===== config.mk =====
export PLATFORM = sky130hd
export DESIGN_NAME = one_shot_timer_event_queue
export DESIGN_NICKNAME = d
export VERILOG_FILES = /design/src/design/otq_pkg.sv /design/src/design/otq_ram.sv /design/src/design/one_shot_timer_event_queue.sv
export SDC_FILE = /design/constraint.sdc
export NUM_CORES = 1
export LEC_CHECK = 0
export BUFFER_PORTS_ARGS = -buffer_cell sky130_fd_sc_hd__buf_4
export CORE_MARGIN = 5
export CORE_UTILIZATION = 30
export DETAILED_ROUTE_END_ITERATION = 8
export SYNTH_ARGS = -nofsm -noshare
export SYNTH_HDL_FRONTEND = slang
export SYNTH_SLANG_ARGS = --single-unit

===== constraint.sdc =====
create_clock -name clk -period 7.8 [get_ports clk]
set_input_delay 1.56 -clock clk [delete_from_list [all_inputs] [get_ports clk]]
set_output_delay 1.56 -clock clk [all_outputs]
set_load 0.02 [all_outputs]

===== src/design/otq_pkg.sv =====
`timescale 1ns / 1ps

package otq_pkg;

	// Field widths of the request and response items
	localparam int unsigned NOW_W   = 32;
	localparam int unsigned ID_W    = 8;
	localparam int unsigned DELAY_W = 15;
	localparam int unsigned PEND_W  = 5;

	// Response codes
	typedef enum logic [1:0] {
		KIND_ACCEPT = 2'd0,
		KIND_FULL   = 2'd1,
		KIND_FIRED  = 2'd2,
		KIND_DONE   = 2'd3
	} kind_t;

	// Request modes
	localparam logic MODE_INSERT = 1'b0;
	localparam logic MODE_POLL   = 1'b1;

	typedef struct packed {
		logic               mode;
		logic [NOW_W-1:0]   now_ms;
		logic [ID_W-1:0]    callback_id;
		logic [DELAY_W-1:0] delay_ms;
	} req_t;

	typedef struct packed {
		kind_t             kind;
		logic [ID_W-1:0]   fired_id;
		logic [PEND_W-1:0] pending;
		logic              last;
	} rsp_t;

	// Sequencer states
	typedef enum logic [1:0] {
		ST_IDLE,
		ST_SCAN,
		ST_DONE
	} ctl_state_t;

endpackage


===== src/design/otq_ram.sv =====
`timescale 1ns / 1ps

module otq_ram #(
	parameter int unsigned WIDTH = 40,
	parameter int unsigned DEPTH = 16
) (
	input  logic                     clk,
	input  logic                     we,
	input  logic [$clog2(DEPTH)-1:0] waddr,
	input  logic [WIDTH-1:0]         wdata,
	input  logic                     re,
	input  logic [$clog2(DEPTH)-1:0] raddr,
	output logic [WIDTH-1:0]         rdata
);

	logic [WIDTH-1:0] mem_q [DEPTH];
	logic [WIDTH-1:0] rdata_q;

	// Write one entry, register one read; read data holds while re is low
	always_ff @(posedge clk) begin
		if (we) begin
			mem_q[waddr] <= wdata;
		end
		if (re) begin
			rdata_q <= mem_q[raddr];
		end
	end

	assign rdata = rdata_q;

endmodule


===== src/design/one_shot_timer_event_queue.sv =====
`timescale 1ns / 1ps
// Insert: the response is ready in the cycle after the request transfer; one insert per
// cycle while idle and the response side does not stall. Poll: one RAM read per cycle over
// the pending entries unless an expired one waits; each firing and the done response need a
// free output register. Reset clears the pending count and all control state; the event
// store is not cleared, as only entries below the pending count are ever read.
module one_shot_timer_event_queue
	import otq_pkg::*;
#(
	parameter int unsigned DEPTH = 16
) (
	input  logic clk,
	input  logic arst_n,
	input  logic req_valid,
	output logic req_stall,
	input  req_t req,
	output logic rsp_valid,
	input  logic rsp_stall,
	output rsp_t rsp
);

	localparam int unsigned AW = $clog2(DEPTH);
	localparam int unsigned CW = $clog2(DEPTH + 1);
	localparam int unsigned EW = NOW_W + ID_W;

	ctl_state_t      state_q, state_d;
	logic [CW-1:0]   count_q, count_d;
	logic [AW-1:0]   rd_q, rd_d;
	logic [CW-1:0]   wr_q, wr_d;
	logic [NOW_W-1:0] now_q, now_d;
	logic            rsp_valid_q, rsp_valid_d;
	rsp_t            rsp_q, rsp_d;

	logic            mem_we;
	logic [AW-1:0]   mem_waddr;
	logic [EW-1:0]   mem_wdata;
	logic            mem_re;
	logic [AW-1:0]   mem_raddr;
	logic [EW-1:0]   mem_rdata;

	logic [NOW_W-1:0] rd_deadline;
	logic [ID_W-1:0]  rd_action;
	logic             slot_free;
	logic [CW-1:0]    rd_next;
	logic [CW-1:0]    remaining;

	otq_ram #(
		.WIDTH(EW),
		.DEPTH(DEPTH)
	) u_store (
		.clk  (clk),
		.we   (mem_we),
		.waddr(mem_waddr),
		.wdata(mem_wdata),
		.re   (mem_re),
		.raddr(mem_raddr),
		.rdata(mem_rdata)
	);

	assign rd_deadline = mem_rdata[EW-1:ID_W];
	assign rd_action   = mem_rdata[ID_W-1:0];
	assign slot_free   = !rsp_valid_q || !rsp_stall;
	assign rd_next     = CW'(rd_q) + CW'(1);
	// Kept entries plus those not yet scanned
	assign remaining   = wr_q + count_q - CW'(rd_q) - CW'(1);

	// Sequence inserts and poll scans
	always_comb begin
		state_d     = state_q;
		count_d     = count_q;
		rd_d        = rd_q;
		wr_d        = wr_q;
		now_d       = now_q;
		rsp_d       = rsp_q;
		rsp_valid_d = rsp_valid_q && rsp_stall;
		req_stall   = 1'b1;
		mem_we      = 1'b0;
		mem_waddr   = wr_q[AW-1:0];
		mem_wdata   = mem_rdata;
		mem_re      = 1'b0;
		mem_raddr   = rd_next[AW-1:0];
		case (state_q)
			ST_IDLE: begin
				req_stall = !slot_free;
				if (req_valid && slot_free) begin
					if (req.mode == MODE_INSERT) begin
						rsp_valid_d    = 1'b1;
						rsp_d.fired_id = '0;
						rsp_d.last     = 1'b1;
						if (count_q == CW'(DEPTH)) begin
							rsp_d.kind    = KIND_FULL;
							rsp_d.pending = PEND_W'(count_q);
						end else begin
							mem_we        = 1'b1;
							mem_waddr     = count_q[AW-1:0];
							mem_wdata     = {req.now_ms + NOW_W'(req.delay_ms), req.callback_id};
							count_d       = count_q + CW'(1);
							rsp_d.kind    = KIND_ACCEPT;
							rsp_d.pending = PEND_W'(count_q + CW'(1));
						end
					end else begin
						now_d = req.now_ms;
						wr_d  = '0;
						rd_d  = '0;
						if (count_q == '0) begin
							state_d = ST_DONE;
						end else begin
							mem_re    = 1'b1;
							mem_raddr = '0;
							state_d   = ST_SCAN;
						end
					end
				end
			end
			ST_SCAN: begin
				// Hold the entry while an expired one has nowhere to go
				if (!(rd_deadline < now_q) || slot_free) begin
					if (rd_deadline < now_q) begin
						rsp_valid_d    = 1'b1;
						rsp_d.kind     = KIND_FIRED;
						rsp_d.fired_id = rd_action;
						rsp_d.pending  = PEND_W'(remaining);
						rsp_d.last     = 1'b0;
					end else begin
						// Pack the kept entry towards the front
						mem_we = 1'b1;
						wr_d   = wr_q + CW'(1);
					end
					if (rd_next < count_q) begin
						mem_re = 1'b1;
						rd_d   = rd_next[AW-1:0];
					end else begin
						state_d = ST_DONE;
					end
				end
			end
			ST_DONE: begin
				if (slot_free) begin
					rsp_valid_d    = 1'b1;
					rsp_d.kind     = KIND_DONE;
					rsp_d.fired_id = '0;
					rsp_d.pending  = PEND_W'(wr_q);
					rsp_d.last     = 1'b1;
					count_d        = wr_q;
					state_d        = ST_IDLE;
				end
			end
			default: begin
				state_d = ST_IDLE;
			end
		endcase
	end

	// Advance control state
	always_ff @(posedge clk or negedge arst_n) begin
		if (!arst_n) begin
			state_q     <= ST_IDLE;
			count_q     <= '0;
			rd_q        <= '0;
			wr_q        <= '0;
			rsp_valid_q <= 1'b0;
		end else begin
			state_q     <= state_d;
			count_q     <= count_d;
			rd_q        <= rd_d;
			wr_q        <= wr_d;
			rsp_valid_q <= rsp_valid_d;
		end
	end

	// Hold the poll time and the response payload
	always_ff @(posedge clk) begin
		now_q <= now_d;
		rsp_q <= rsp_d;
	end

	assign rsp_valid = rsp_valid_q;
	assign rsp       = rsp_q;

endmodule

Yosys cells after proc, flatten, opt, wreduce, memory -nomap -nowiden
Memory sizes are Yosys's and may differ from the RTL's. A register that Yosys moved wholly into a read port is not among the register bits.
Cells that the tools add are included.
{ "word_totals": {"memories": 1, "output_inout_bits": 18, "mem_bits_rw": 640, "ff_bits": 65} }
{ "memory_table": {"columns": ["memory", "words", "word_bits", "rd", "rd_ports_with_merged_regs", "write_ports", "line_no", "rtl"], "rows": [
  ["u_store.mem_q", 16, 40, 1, 1, 1, "otq_ram.sv:16", "logic [WIDTH-1:0] mem_q [DEPTH];"]
]} }
{ "op_classes": {"order_cmp": 2, "n_eq_ne": 12, "n_addsub": 7, "n_reduce_logical": 19, "muxes": 62} }
{ "op_table": {"columns": ["op", "n"], "rows": [
  ["40-bit two-way mux", 4],
  ["16-bit two-way mux", 5],
  ["4-bit two-way mux", 12],
  ["16-bit one-hot mux with 3 select lines", 1],
  ["5-bit two-way mux", 8],
  ["32-bit by 15-bit adder with 32-bit output", 1],
  ["32-bit less-than comparator", 1],
  ["5-bit one-hot mux with 2 select lines", 2],
  ["1-bit two-way mux", 19],
  ["2-bit inequality test (second input constant)", 9],
  ["5-bit AND reduction", 3],
  ["2-bit two-way mux", 6],
  ["5-bit by 1-bit adder with 5-bit output (second input constant)", 2],
  ["4-bit one-hot mux with 2 select lines", 1],
  ["2-bit one-hot mux with 3 select lines", 1],
  ["6-bit AND reduction", 1],
  ["4-bit by 1-bit adder with 5-bit output (second input constant)", 1],
  ["5-bit adder", 1],
  ["5-bit == test (second input constant)", 1],
  ["5-bit zero test", 1],
  ["5-bit less-than comparator", 1],
  ["5-bit by 1-bit subtractor with 5-bit output (second input constant)", 1],
  ["5-bit by 4-bit subtractor with 5-bit output", 1],
  ["1-bit zero test", 4],
  ["other kinds (11)", 15]
]} }

Depth between registers and ports, before layout
{ "depth": {"word_depth": 7, "mapped_depth": 12, "ltp_nobuf": 11} }

Hierarchy
From an unflattened synthesis, not the netlist that was laid out.
{ "hier_totals": {"hier_cells": 1663, "hier_area_um2": 31037.3} }
{ "by_module_without_submodules": {"columns": ["mod", "seq_area_each_um2", "area_each_um2", "instances", "cells_each"], "rows": [
  ["otq_ram", 20419.6, 25532.0, 1, 1040],
  ["one_shot_timer_event_queue", 1866.8, 5505.3, 1, 623]
]} }

Worst setup path before layout
Ideal clock, no wire load.
{ "synth_timing": {"kind": "flip-flop to flip-flop", "from": "register rd_q[0]", "to": "register u_store.rdata_q[0] (netlist: u_store.rdata[0]), read port of u_store.mem_q (enable)", "n_path_buf": 2, "period_less_slack_ns": 5.044, "setup_slack_ns": 2.756, "path_stages_with_launch": 12, "t_arrival_ns": 4.592, "path_cell_list": "dfrtp_1 -> ha_1 -> xor2_1 -> buf_2 -> buf_1 -> ha_1 -> o21a_1 -> o21ai_0 -> nand2b_1 -> a21oi_1 -> o21ai_1 -> o22ai_1"} }
{ "synth_via": {"elab_chain_cells": 5, "word_cells_on_any_way": 9} }
{ "synth_rtl": {"columns": ["item", "line_no", "rtl"], "rows": [
  ["start, declared", "one_shot_timer_event_queue.sv:28", "logic [AW-1:0] rd_q, rd_d;"],
  ["start signal, assigned", "one_shot_timer_event_queue.sv:165", "rd_q <= rd_d;"],
  ["4-bit by 1-bit adder with 5-bit output", "one_shot_timer_event_queue.sv:63", "assign rd_next = CW'(rd_q) + CW'(1);"],
  ["5-bit less-than comparator", "one_shot_timer_event_queue.sv:129", "if (rd_next < count_q) begin"],
  ["1-bit two-way mux", "one_shot_timer_event_queue.sv:129", null],
  ["1-bit two-way mux", "one_shot_timer_event_queue.sv:117", "if (!(rd_deadline < now_q) || slot_free) begin"],
  ["1-bit one-hot mux with 2 select lines", "one_shot_timer_event_queue.sv:82", "case (state_q)"],
  ["net mem_re", "one_shot_timer_event_queue.sv:37", "logic mem_re;"],
  ["end, declared", "otq_ram.sv:17", "logic [WIDTH-1:0] rdata_q;"]
]} }
The timed path passes the listed nets, and every way through them passes these cells.
A chain may end at the register's enable or synchronous reset.

Worst setup path after layout
{ "layout_timing": {"from": "input port req[0] in the netlist's numbering", "to": "memory u_store.mem_q[3][30], data pin"} }
{ "layout_via": {"elab_chain_cells": 5} }
{ "layout_rtl": {"columns": ["item", "line_no", "rtl"], "rows": [
  ["start, declared", "one_shot_timer_event_queue.sv:16", "input req_t req,"],
  ["32-bit by 15-bit adder with 32-bit output", "one_shot_timer_event_queue.sv:96", "mem_wdata = {req.now_ms + NOW_W'(req.delay_ms), req.callback_id};"],
  ["40-bit two-way mux", "one_shot_timer_event_queue.sv:90", "if (count_q == CW'(DEPTH)) begin"],
  ["40-bit two-way mux", "one_shot_timer_event_queue.sv:86", "if (req.mode == MODE_INSERT) begin"],
  ["40-bit two-way mux", "one_shot_timer_event_queue.sv:85", "if (req_valid && slot_free) begin"],
  ["40-bit two-way mux", "one_shot_timer_event_queue.sv:82", null],
  ["net mem_wdata[30]", "one_shot_timer_event_queue.sv:36", "logic [EW-1:0] mem_wdata;"],
  ["end, declared", "otq_ram.sv:16", null]
]} }
The timed path passes the listed nets, and every way through them passes these cells.

==> flow_summary.ini <==
[setup_path]
critical_path_class = in2reg
critical_path.reg2reg.startpoint = rd_q[0]$_DFFE_PN0P_
critical_path.reg2reg.endpoint = u_store.rdata[17]$_DFFE_PP_
endpoint_kind_of_the_worst_setup_timing_path = register
required_time_reported_for_the_critical_path_endpoint_ns = 8.05
worstSetupStartpointType = primary input
worst_setup_slack_for_register_to_register_paths_ns = 2.53
endpoint = u_store.mem_q[3][30]$_DFFE_PP_
worst_ep_arrival_time_ns = 5.53
timing.reg2reg.worst_path_depth = 11
cp_max_fo = 16
timing.critical_path.from = req[0]

[sta]
setup_tns_final_ns = 0
finalMaxSlewViolations = 0
worst_pin_slew_ns = 1.290
min_period_over_period_pct = 67.69
rsz0062_at_grt = no
hold_violations = 0
slew_headroom_pct = 13.12
final_period_minus_worst_setup_slack_ns = 5.280
max_frequency_ghz = 0.1894
clock_skew_ns = 0.02738
setup_viol_count_final = 0

[synthesis]
synth_cell_type_count = 66
ys_warn_count = 0
postSynth.asyncResetShare_pct = 2.282
synth_top_cells_by_count = sky130_fd_sc_hd__edfxtp_1, sky130_fd_sc_hd__nand2_1, sky130_fd_sc_hd__mux4_2
area_share_of_the_largest_cell_type_after_synthesis_pct = 69.15
synth_area_leader_cell = sky130_fd_sc_hd__edfxtp_1
postSynthRegisterBits = 745
yosysMostFrequentCell = sky130_fd_sc_hd__edfxtp_1
syn_inst = 1830
synth_enable_flop_cells = 728
synth_sequential_area_ratio_pct = 70.50
mappedNetlistNets = 1959
synth.cell_area_um2 = 31610
synth_area_per_cell_um2 = 17.27
post_synth_main_area_contributors = sky130_fd_sc_hd__edfxtp_1, sky130_fd_sc_hd__mux4_2, sky130_fd_sc_hd__mux2_2
synthFlopType = sky130_fd_sc_hd__edfxtp_1

[finish]
drive_gt1_share_pct = 23.85
post-route-util_pct = 34.64
final.fill_count = 9853
final_nets = 2071
antenna_cells_inserted = 0
layout_overhead_on_the_synthesized_area_pct = 15.02

[clock_tree]
clk_root_buffer_cell = sky130_fd_sc_hd__clkbuf_16
cts.repair.resized = 0
cts_hold_repair.buffers = 0
level_count_of_the_clock_h_tree = 3
cts-buffers-inserted = 74
clock_tree_from_tritoncts = yes
clk-insertion-delay-late_ns = 0.63
cts_max_path_buffers = 3
cts.clk_slew.worst_paths_ns = 0.06
post_cts_buffers = 0
numClockSinks = 745

[global_routing]
antenna_found_initial = 2
largest_net_degree_at_the_start_of_global_routing = 89
grt_pass1_vias = 17262
grt_first_pass_wirelength_um = 115300
grt_util_all_layers_pct = 13.76
global_route.overflow_total = 0

[route]
ant_nets = 0
drt_drc_violations_left = 0
drc_violation_total_after_the_first_tritonroute_iteration = 1765
num_vias = 17067
detail_route.wl_per_cell_um = 23.13
avgViaCountPerCell = 5.039
first_pass_iters = 5
route.final.wire_length_um = 78350

[die]
ioPinCount = 78
core_region_area_um2 = 105000
fp.dieArea_um2 = 112000
die_w_um = 334.6
rows = 119
floorplan.initialDensity_pct = 30.12
die_h_um = 334.6

[run_status]
run_status = completed

[power_and_ir_drop]
static-leakage-power_uw = 0.01173
power.ir.vdd_worst_v = 0.0001646
power.density_nw_per_um2 = 305.1

[job]
max_cap_viol_count = 0

[placed_design]
routabilityCongestion = 0.7905
portBuffers = 77
dp_hpwl_um = 45090

[worst_hold_path]
hold_path_class = reg2reg
-- critical path, stage by stage --
cell and delay (ns):
sky130_fd_sc_hd__buf_4 0.08, sky130_fd_sc_hd__ha_1 0.38, sky130_fd_sc_hd__inv_1 0.10, sky130_fd_sc_hd__fa_1 0.41, sky130_fd_sc_hd__nor2b_1 0.15, sky130_fd_sc_hd__o21ai_0 0.13, sky130_fd_sc_hd__a21boi_0 0.41, sky130_fd_sc_hd__o2111ai_1 0.37
sky130_fd_sc_hd__nand4_1 0.56, sky130_fd_sc_hd__nand3_1 0.16, sky130_fd_sc_hd__xnor2_1 0.20, sky130_fd_sc_hd__o21ai_0 1.00
-- final cells by class --
class / count / area [um^2] / area share, %
flip-flops and latches: 745 / 22290 / 61.30
multi-input cells: 923 / 8795 / 24.19
clock buffers: 88 / 1947 / 5.354
well taps: 1391 / 1740 / 4.786
repair buffers: 133 / 1011 / 2.780
clock inverters: 42 / 334.1 / 0.9188
inverters: 65 / 244.0 / 0.6710
-- logic make-up (layout without fill, tap and decap cells) --
logic type                 Yosys count  count (layout)  synth area share [%]
DFF                                745             745                 70.50
and+or+nand+nor                    296             296                 4.405
muxes                              292             292                 14.35
AOI/OAI and AO/OA                  229             229                 4.528
buffers and inverters              162             328                 2.315
adders and majority gates           69              69                 2.874
xor gates and xnor gates            37              37                 1.025
-- placed cells by master (no fill, tap or decap), types with 16 or more instances in the layout --
| cell type | n |
|---|---|
| sky130_fd_sc_hd__nand2_1 | 142 |
| sky130_fd_sc_hd__a21oi_1 | 31 |
| sky130_fd_sc_hd__nor2_1 | 31 |
| sky130_fd_sc_hd__o21ai_0 | 35 |
| sky130_fd_sc_hd__clkbuf_16 | 76 |
| sky130_fd_sc_hd__clkinv_1 | 19 |
| sky130_fd_sc_hd__xnor2_1 | 20 |
| sky130_fd_sc_hd__inv_1 | 63 |
| sky130_fd_sc_hd__o22ai_1 | 80 |
| sky130_fd_sc_hd__mux4_2 | 120 |
| sky130_fd_sc_hd__buf_4 | 132 |
| sky130_fd_sc_hd__ha_1 | 63 |
| sky130_fd_sc_hd__mux2i_1 | 82 |
| sky130_fd_sc_hd__edfxtp_1 | 728 |
| sky130_fd_sc_hd__nand3_1 | 21 |
| sky130_fd_sc_hd__a31oi_1 | 17 |
| sky130_fd_sc_hd__mux2_2 | 90 |
| sky130_fd_sc_hd__dfrtp_1 | 16 |
| sky130_fd_sc_hd__nor2_4 | 19 |
| sky130_fd_sc_hd__xor2_1 | 16 |
-- worst min path at each step --
stage / from / endpoint / slack [ns] / cells after the start
floorplan: state_q[0]$_DFFE_PN0P_ / state_q[0]$_DFFE_PN0P_ / 0.55 / 1
global placement: state_q[1]$_DFFE_PN0P_ / state_q[1]$_DFFE_PN0P_ / 0.58 / 1
detailed placement: state_q[1]$_DFFE_PN0P_ / state_q[1]$_DFFE_PN0P_ / 0.59 / 1
CTS: state_q[1]$_DFFE_PN0P_ / state_q[1]$_DFFE_PN0P_ / 0.60 / 1
global route: state_q[1]$_DFFE_PN0P_ / state_q[1]$_DFFE_PN0P_ / 0.65 / 1
finish: state_q[0]$_DFFE_PN0P_ / state_q[0]$_DFFE_PN0P_ / 0.62 / 1
-- stage by stage --
step / hold WS, ns / std cells / area [um^2] / worst slack (ns) / power, uW
2_1_floorplan: 0.5459 / 1830 / 31610 / 2.756 / 6870
3_3_place_gp: 0.5774 / 3256 / 34070 / 1.841 / 7668
3_5_place_dp: 0.5897 / 3256 / 34070 / 1.619 / 7772
4_1_cts: 0.6033 / 3386 / 36350 / 2.281 / 11190
5_1_grt: 0.6499 / 3387 / 36360 / 2.162 / 11580
6_report: 0.6178 / 3387 / 36360 / 2.520 / 11090
-- state kept, by name (all words and copies together) (netlist names), 2 cells and up --
name and flops:
rsp 16, count_q 5, state_q 2, u_store.rdata 40, rd_q 4, u_store.mem_q 640
wr_q 5, now_q 32
-- metal layers --
| metal | wire, um | up-vias | track usage (%) |
|---|---|---|---|
| met5 | 0 | - | 0 |
| met4 | 1468 | 0 | 3.170 |
| met3 | 5220 | 90 | 2.768 |
| met2 | 35660 | 614 | 21.17 |
| met1 | 36000 | 8899 | 20.26 |
| li1 | - | 7464 | - |
-- where the power goes --
| part | internal [uW] | total [uW] | switching, uW | leakage (uW) |
|---|---|---|---|---|
| Combinational | 803 | 2300 | 1500 | 0.00380 |
| Clock | 1920 | 3410 | 1490 | 0.00112 |
| Sequential | 5200 | 5380 | 186 | 0.00681 |
| Total | 7920 | 11100 | 3170 | 0.0117 |
Power figures use the tool's default switching activity.
